--- config.mk ---
export PLATFORM = sky130hd
export DESIGN_NAME = kpsa_ctrl
export DESIGN_NICKNAME = d
export VERILOG_FILES = /design/src/hw/rtl/assert_macros.svh /design/src/hw/rtl/kpsa_pkg.sv /design/src/hw/rtl/kpsa_ctrl.sv
export SDC_FILE = /design/constraint.sdc
export NUM_CORES = 1
export LEC_CHECK = 0
export BUFFER_PORTS_ARGS = -buffer_cell sky130_fd_sc_hd__buf_2
export CAP_MARGIN = 10
export CORE_MARGIN = 2
export CORE_UTILIZATION = 45
export DETAILED_ROUTE_END_ITERATION = 10
export PLACE_DENSITY = 0.77
export SETUP_SLACK_MARGIN = 0.05
export SLEW_MARGIN = 20
export SYNTH_ARGS = -nofsm -noshare
export SYNTH_HDL_FRONTEND = slang
export SYNTH_SLANG_ARGS = --single-unit
--- constraint.sdc ---
create_clock -name clk_i -period 2.95 [get_ports clk_i]
set_input_delay 0.59 -clock clk_i [delete_from_list [all_inputs] [get_ports clk_i]]
set_output_delay 0.59 -clock clk_i [all_outputs]
set_load 0.01 [all_outputs]
--- src/hw/rtl/assert_macros.svh ---
// Assertion macros shared by the RTL of the keyed packet store.
// Needs clk_i and rst_ni in the scope of each use.
`ifndef ASSERT_MACROS_SVH
`define ASSERT_MACROS_SVH

// Property checked on every rising edge outside reset
`define KPSA_ASSERT(lbl, prop, msg) \
  lbl: assert property (@(posedge clk_i) disable iff (!rst_ni) prop) else $error(msg);

// Condition that must never hold
`define KPSA_NEVER(lbl, cond, msg) \
  `KPSA_ASSERT(lbl, !(cond), msg)

`endif

--- src/hw/rtl/kpsa_pkg.sv ---
// Package of the keyed packet store: sizes, codes, record and bin words,
// command and status structs and the key hash. No dependencies.
package kpsa_pkg;

  localparam int RECORD_COUNT   = 32;
  localparam int BIN_DEPTH      = 8;
  localparam int QUERY_LIMIT    = 8;
  localparam int BIN_INDEX_BITS = 10;
  localparam int KEY_BYTES      = 8;

  localparam int KEY_W   = 64;
  localparam int LEN_W   = 4;
  localparam int SLOT_W  = 12;
  localparam int TIME_W  = 32;
  localparam int TMO_W   = 16;
  localparam int EXP_W   = TIME_W + 1;
  localparam int ID_W    = 5;
  localparam int LINK_W  = 6;
  localparam int FILL_W  = $clog2(BIN_DEPTH + 1);
  localparam int CNT_W   = 4;
  localparam int BIN_COUNT = 1 << BIN_INDEX_BITS;

  localparam logic [LINK_W-1:0] NONE_REC = {LINK_W{1'b1}};

  localparam logic [1:0] KIND_SAVE  = 2'd0;
  localparam logic [1:0] KIND_QUERY = 2'd1;
  localparam logic [1:0] KIND_FREE  = 2'd2;

  typedef enum logic [2:0] {
    EV_EXPIRED   = 3'd0,
    EV_SAVED     = 3'd1,
    EV_UNINDEXED = 3'd2,
    EV_NO_FREE   = 3'd3,
    EV_MATCH     = 3'd4,
    EV_QDONE     = 3'd5,
    EV_FREED     = 3'd6,
    EV_NOT_USED  = 3'd7
  } event_e;

  // one stored record
  typedef struct packed {
    logic [EXP_W-1:0]  expiry;
    logic [SLOT_W-1:0] slot;
    logic [LEN_W-1:0]  len;
    logic [KEY_W-1:0]  key;
  } rec_t;

  // one hash bin: fill count and member ids
  typedef struct packed {
    logic [FILL_W-1:0]                   fill;
    logic [BIN_DEPTH-1:0][ID_W-1:0]      members;
  } bin_t;

  localparam int REC_WORD_W = $bits(rec_t);
  localparam int BIN_WORD_W = $bits(bin_t);

  // controller to datapath
  typedef struct packed {
    logic   clr_step;
    logic   load_in;
    logic   rd_head;
    logic   rd_rid;
    logic   latch_rm;
    logic   rm_link;
    logic   rm_bin;
    logic   save_alloc;
    logic   sv_bin;
    logic   q_rd;
    logic   q_load;
    logic   q_rd_rec;
    logic   q_skip;
    logic   q_hit;
    logic   emit;
    event_e ev;
  } ctrl_cmd_t;

  // datapath to controller
  typedef struct packed {
    logic       clr_last;
    logic [1:0] kind;
    logic       head_none;
    logic       expired;
    logic       rid_used;
    logic       free_found;
    logic       bin_full;
    logic       q_more;
    logic       q_used;
    logic       q_match;
    logic       out_free;
  } dp_stat_t;

  // clamp key length to 1..KEY_BYTES
  function automatic logic [LEN_W-1:0] clamp_len(input logic [LEN_W-1:0] raw);
    logic [LEN_W-1:0] l;
    l = raw;
    if (raw == '0) l = LEN_W'(1);
    if (raw > LEN_W'(KEY_BYTES)) l = LEN_W'(KEY_BYTES);
    return l;
  endfunction

  // keep the valid key bytes only
  function automatic logic [KEY_W-1:0] key_mask(input logic [KEY_W-1:0] key,
                                                input logic [LEN_W-1:0] len);
    logic [KEY_W-1:0] m;
    m = '0;
    for (int i = 0; i < KEY_BYTES; i++) begin
      if (LEN_W'(i) < len) m[8*i +: 8] = 8'hFF;
    end
    return key & m;
  endfunction

  // XOR of 16-bit words, odd last byte added sign extended, low bits taken
  function automatic logic [BIN_INDEX_BITS-1:0] bin_of(input logic [KEY_W-1:0] key,
                                                       input logic [LEN_W-1:0] len);
    logic [15:0]      h;
    logic [7:0]       b;
    logic [LEN_W-1:0] half;
    h    = '0;
    b    = '0;
    half = len >> 1;
    for (int i = 0; i < KEY_BYTES / 2; i++) begin
      if (LEN_W'(i) < half) h = h ^ key[16*i +: 16];
    end
    for (int i = 0; i < KEY_BYTES; i++) begin
      if (LEN_W'(i) == len - LEN_W'(1)) b = key[8*i +: 8];
    end
    if (len[0]) h = h + {{8{b[7]}}, b};
    return h[BIN_INDEX_BITS-1:0];
  endfunction

endpackage

--- src/hw/rtl/kpsa_ctrl.sv ---
// Sequencing state machine of the keyed packet store.
// Depends on kpsa_pkg; drives kpsa_dp through ctrl_cmd_t.
module kpsa_ctrl (
  input  logic                 clk_i,
  input  logic                 rst_ni,
  input  logic                 in_valid_i,
  input  logic [1:0]           in_kind_i,
  output logic                 in_ready_o,
  input  kpsa_pkg::dp_stat_t   stat_i,
  output kpsa_pkg::ctrl_cmd_t  cmd_o
);

  localparam logic [3:0] S_CLR  = 4'd0;
  localparam logic [3:0] S_IDLE = 4'd1;
  localparam logic [3:0] S_EXP  = 4'd2;
  localparam logic [3:0] S_RDW  = 4'd3;
  localparam logic [3:0] S_RML  = 4'd4;
  localparam logic [3:0] S_RMB  = 4'd5;
  localparam logic [3:0] S_FIND = 4'd6;
  localparam logic [3:0] S_SVB  = 4'd7;
  localparam logic [3:0] S_QRD  = 4'd8;
  localparam logic [3:0] S_QLD  = 4'd9;
  localparam logic [3:0] S_QNX  = 4'd10;
  localparam logic [3:0] S_QCMP = 4'd11;
  localparam logic [3:0] S_DONE = 4'd12;
  localparam logic [3:0] S_FRC  = 4'd13;

  logic [3:0] state_q, state_d;
  logic       is_save;

  assign is_save = (stat_i.kind == kpsa_pkg::KIND_SAVE);

  // next state and commands
  always_comb begin
    state_d    = state_q;
    cmd_o      = '0;
    cmd_o.ev   = kpsa_pkg::EV_EXPIRED;
    in_ready_o = 1'b0;
    case (state_q)
      S_CLR: begin
        cmd_o.clr_step = 1'b1;
        if (stat_i.clr_last) state_d = S_IDLE;
      end
      S_IDLE: begin
        in_ready_o = 1'b1;
        if (in_valid_i) begin
          cmd_o.load_in = 1'b1;
          case (in_kind_i)
            kpsa_pkg::KIND_SAVE:  state_d = S_EXP;
            kpsa_pkg::KIND_QUERY: state_d = S_QRD;
            kpsa_pkg::KIND_FREE:  state_d = S_FRC;
            default:              state_d = S_IDLE;
          endcase
        end
      end
      S_FRC: begin
        if (stat_i.rid_used) begin
          cmd_o.rd_rid = 1'b1;
          state_d      = S_RDW;
        end else begin
          state_d = S_DONE;
        end
      end
      S_EXP: begin
        if (stat_i.head_none) begin
          state_d = S_FIND;
        end else begin
          cmd_o.rd_head = 1'b1;
          state_d       = S_RDW;
        end
      end
      S_RDW: begin
        cmd_o.latch_rm = 1'b1;
        if (is_save && !stat_i.expired) state_d = S_FIND;
        else                            state_d = S_RML;
      end
      S_RML: begin
        cmd_o.rm_link = 1'b1;
        state_d       = S_RMB;
      end
      S_RMB: begin
        cmd_o.ev = is_save ? kpsa_pkg::EV_EXPIRED : kpsa_pkg::EV_FREED;
        if (stat_i.out_free) begin
          cmd_o.rm_bin = 1'b1;
          cmd_o.emit   = 1'b1;
          state_d      = is_save ? S_EXP : S_IDLE;
        end
      end
      S_FIND: begin
        cmd_o.ev = kpsa_pkg::EV_NO_FREE;
        if (stat_i.free_found) begin
          cmd_o.save_alloc = 1'b1;
          state_d          = S_SVB;
        end else if (stat_i.out_free) begin
          cmd_o.emit = 1'b1;
          state_d    = S_IDLE;
        end
      end
      S_SVB: begin
        cmd_o.ev = stat_i.bin_full ? kpsa_pkg::EV_UNINDEXED : kpsa_pkg::EV_SAVED;
        if (stat_i.out_free) begin
          cmd_o.sv_bin = 1'b1;
          cmd_o.emit   = 1'b1;
          state_d      = S_IDLE;
        end
      end
      S_QRD: begin
        cmd_o.q_rd = 1'b1;
        state_d    = S_QLD;
      end
      S_QLD: begin
        cmd_o.q_load = 1'b1;
        state_d      = S_QNX;
      end
      S_QNX: begin
        if (!stat_i.q_more) begin
          state_d = S_DONE;
        end else if (stat_i.q_used) begin
          cmd_o.q_rd_rec = 1'b1;
          state_d        = S_QCMP;
        end else begin
          cmd_o.q_skip = 1'b1;
        end
      end
      S_QCMP: begin
        cmd_o.ev = kpsa_pkg::EV_MATCH;
        if (!stat_i.q_match) begin
          cmd_o.q_skip = 1'b1;
          state_d      = S_QNX;
        end else if (stat_i.out_free) begin
          cmd_o.q_hit = 1'b1;
          cmd_o.emit  = 1'b1;
          state_d     = S_QNX;
        end
      end
      S_DONE: begin
        cmd_o.ev = (stat_i.kind == kpsa_pkg::KIND_QUERY) ? kpsa_pkg::EV_QDONE
                                                          : kpsa_pkg::EV_NOT_USED;
        if (stat_i.out_free) begin
          cmd_o.emit = 1'b1;
          state_d    = S_IDLE;
        end
      end
      default: state_d = S_IDLE;
    endcase
  end

  // state register
  always_ff @(posedge clk_i or negedge rst_ni) begin
    if (!rst_ni) begin
      state_q <= S_CLR;
    end else begin
      state_q <= state_d;
    end
  end

endmodule

After elaboration in Yosys (flattened, before gate mapping)
Index checks and enable logic that the tools add are counted.

cells by class
  equal/unequal tests = 21
  mux-type cells = 46
  reduce and logical (&&, ||, !) cells = 7

operators by type and width
  kind                                           number
  case mux 4 bit (13 select lines)               1
  two-way mux 4 bit                              10
  == test 4 bit, second input constant           6
  two-way mux 1 bit                              23
  case mux 4 bit (5 select lines)                1
  == test 4 x 3 -> 1 bit, second input constant  4
  two-way mux 2 bit                              7
  case mux 4 bit (3 select lines)                1
  == test 4 x 2 -> 1 bit, second input constant  2
  two-way mux 3 bit                              2
  != test 2 bit, second input constant           3
  != test 3 bit, second input constant           2
  AND reduction 5 bit                            1
  == test 2 x 1 -> 1 bit, second input constant  2
  == test 4 x 1 -> 1 bit, second input constant  1
  logical NOT 2 bit                              2
  logical NOT 4 bit                              1
  == test 2 bit, second input constant           1
  case mux 1 bit (2 select lines)                1
  OR reduction 2 bit                             1
  logical AND 1 bit                              1
  logical NOT 1 bit                              1

storage, ports and cells
  register bits after elaboration = 4
  bits of input ports = 17
  output and inout bits = 19
  logic and storage cells = 75

Logic depth before layout (Yosys ltp)
  depth after elaboration = 4
  gate-level depth with buffers = 7
  gate-level depth less buffers = 6

Worst setup path before layout
Ideal clock, no wire load.

  path kind = flip-flop to output port
  start = reg state_q[1]
  end = out cmd_o[3] (netlist name)
  arrival = 1352 ps
  required time = 2360 ps
  path slack = 1008 ps
  stages on the path, launching flop included = 7
  buffers on the path = 2
  path through = dfrtp_1 > buf_2 > or2_1 > buf_2 > nor2_1 > o21ai_0 > a21boi_0

RTL lines
  element                 RTL line          RTL
  from (decl)             kpsa_ctrl.sv:28   logic [3:0] state_q, state_d;
  from (signal assigned)  kpsa_ctrl.sv:153  state_q <= state_d;
  to (decl)               kpsa_ctrl.sv:10   output kpsa_pkg::ctrl_cmd_t cmd_o

==> impl_metrics.tcl <==
set metrics [dict create \
    status "complete, no violations" \
    num_antenna_cells 0 \
    critPathSlowestCell "dfrtp_1" \
    netlist_instances 129 \
    overflow 0 \
    startpoint "state_q[1]" \
    setup.worst_path.class "reg -> out" \
    async_flop_share_pct 100 \
    nets 180 \
    largestRegisters "state_q: 4 flops" \
    yosysWarnings 0 \
    drt_iter0_markers 64 \
    worstPathArrival_ps 2020 \
    finalCritPeriodShare_pct 88.5 \
    via_per_inst 6.07 \
    post-cts-setup-buffers 0 \
    worst_slew_pin_slew_ps 603 \
    worst_slack_ps 339 \
    ff2ff_path_depth 5 \
    worstPathMaxFanout 19 \
    clkLatencyLatePin_ps 240 \
    track_usage_pct 28.6 \
    cts-root-buf "clkbuf_4" \
    hold_buffers 0 \
    tns_ps 0 \
    cpPeakStageDelay_ps 680 \
    pin_count 36 \
    grt_max_degree 24 \
    fin_crit_ps 2610 \
    syn_avg_cell_area_um2 6.29 \
    dp_worst_setup_slack_ps 644 \
    synthFlopType "dfrtp_1" \
    ys_seq_area_share_pct 12.3 \
    netlist.top_cell.by_area "dfrtp_1" \
    hpwl_um 2080 \
    vias 1111 \
    crit_chain "nor2b_1 > nand4_1 > nor2_1 > a21oi_1 > nor3_1 > buf_2" \
    antenna_found_initial 0 \
    dieWidth_um 46.5 \
    r2r_end "state_q[2]" \
    h-tree-depth 1 \
    worstSetupStartpointType "flip-flop" \
    row_count 15 \
    fillerInstances 174 \
    fin_util_pct 58.7 \
    cts_resized 0 \
    reg2reg_from "state_q[0]" \
    synth_area_leaders "dfrtp_1, nor2_1, a21oi_1" \
    top_register "state_q" \
    wl_per_cell_um 14.9 \
    syn_nets 149 \
    hold_violations 0 \
    synth_edf_count 0 \
    initial_core_util_pct 47.5 \
    slew_viol_final 0 \
    r2r_slack_ps 1050 \
    holdWs_ps 150 \
    max_cap_violations 0 \
    largest_reg_flops 4 \
    firstDrtPassIters 6 \
    gp_congestion 0.979 \
    placed_area_um2 980 \
    grt_pass1_wl_um 4430 \
    ant_nets 0 \
    leakage_nw 0.496 \
    clock_path_buffers 2 \
    max_freq_mhz 383 \
    synth-seq-cells 4 \
    io_buffers 35 \
    core_area_um2 1710 \
    hold_class "in -> async" \
    numCtsBuffers 3 \
    grt_pass1_vias 970 \
    end_kind "output port" \
    die_h_um 46.5 \
    slew_headroom_pct 59.8 \
    rsz0062_at_grt "false" \
    cts_tree "done" \
    drc 0 \
    clock-sinks 4 \
    cp.required_ps 2360 \
    areaGrowthSynthToFinish_pct 23.4 \
    crit_end "cmd_o[5]" \
    max-vdd-ir-drop_uv 576 \
    path_clk_slew_ps 40 \
    die_area_um2 2160 \
    yosys.area.top_type_share_pct 12.3 \
    ys_types 36 \
    finClkSkew_ps 1.62 \
    power_density_nw_per_um2 945 \
    setup-violations-final 0 \
    wirelength_um 2730 \
    synthesis.area_um2 812 \
    drive_gt1_share_pct 27.8 \
    stdcell_area_um2 1000 \
]
## synth_stat cells (all sizes together) (2+ instances only)
cell type	number
nor2	18
a21oi	13
o21ai	11
inv	9
nand2	9
buf	7
nand2b	7
nor3	6
nor2b	5
and3	4
clkbuf	4
dfrtp	4
ha	3
nand3	3
nor4	3
o32ai	3
a32oi	2
nand4	2
o211ai	2
o22ai	2
or2	2
## layer usage
metal	track usage (%)	vias up	wire length, um
li1	-	519	-
met1	38.2	503	1040
met2	46.1	80	1310
met3	5.88	9	325
met4	8.00	0	48
met5	0	-	0
## cell families after synthesis
group / after synthesis / synth area share [%]
compound gates: 40 / 33.1
fa+ha+maj: 3 / 4.62
buf+inv: 20 / 10.8
flops: 4 / 12.3
simple gates: 62 / 39.1
## worst max-delay path, delay by kind of cell, from the launching register on
kind,cells,cell delay (ps)
buffers and inverters,1,160
AOI/OAI and AO/OA,1,60
DFF,1,680
and+or+nand+nor,4,880
## through the flow
stage               cells  total power, mW
global placement      180            0.844
floorplan             129            0.683
CTS                   183            0.932
finish                183            0.947
global route          183             1.04
detailed placement    180            0.853
## cells in the final DEF (no fill, tap or decap)
cell	count
buf_4	2
o211ai_2	1
nand2_1	9
a32oi_1	2
a21oi_1	13
nand4_1	2
nand2b_1	7
o32ai_2	1
ha_1	3
o211ai_1	1
nor2_1	18
o211a_1	1
a221oi_1	1
and3_1	4
o221ai_2	1
nor3_1	6
inv_1	9
o21ai_0	9
buf_2	35
and3b_1	1
clkbuf_4	3
o21a_1	1
nor4_1	3
or3_4	1
a2bb2oi_1	1
dfrtp_1	4
nor2b_1	5
or2_1	2
a21boi_0	1
o31ai_1	1
nor3b_1	1
o21ai_1	2
o22ai_1	2
o32ai_1	2
nand3_1	3
## layout make-up
class	instances	area, um2	share of cell area [%]
inverters	9	33.8	3.37
well taps	25	31.3	3.12
multi-input cells	105	624	62.3
clock buffers	3	22.5	2.25
flip-flops and latches	4	100	9.99
repair buffers	37	190	19.0
## how the worst min path moves through the flow
stage / from / endpoint / cells past startpoint
2_1_floorplan: rst_ni / state_q[0] / 0
3_5_place_dp: rst_ni / state_q[3] / 1
4_1_cts: rst_ni / state_q[0] / 1
3_3_place_gp: rst_ni / state_q[3] / 1
5_1_grt: rst_ni / state_q[2] / 1
6_report: rst_ni / state_q[0] / 1
## report_power, final
group	total, mW	switching, mW	internal (mW)
clock	0.0711	0.0254	0.0457
sequential	0.176	0.0967	0.0797
combinational	0.699	0.419	0.280
(Power assumes the default switching activity.)
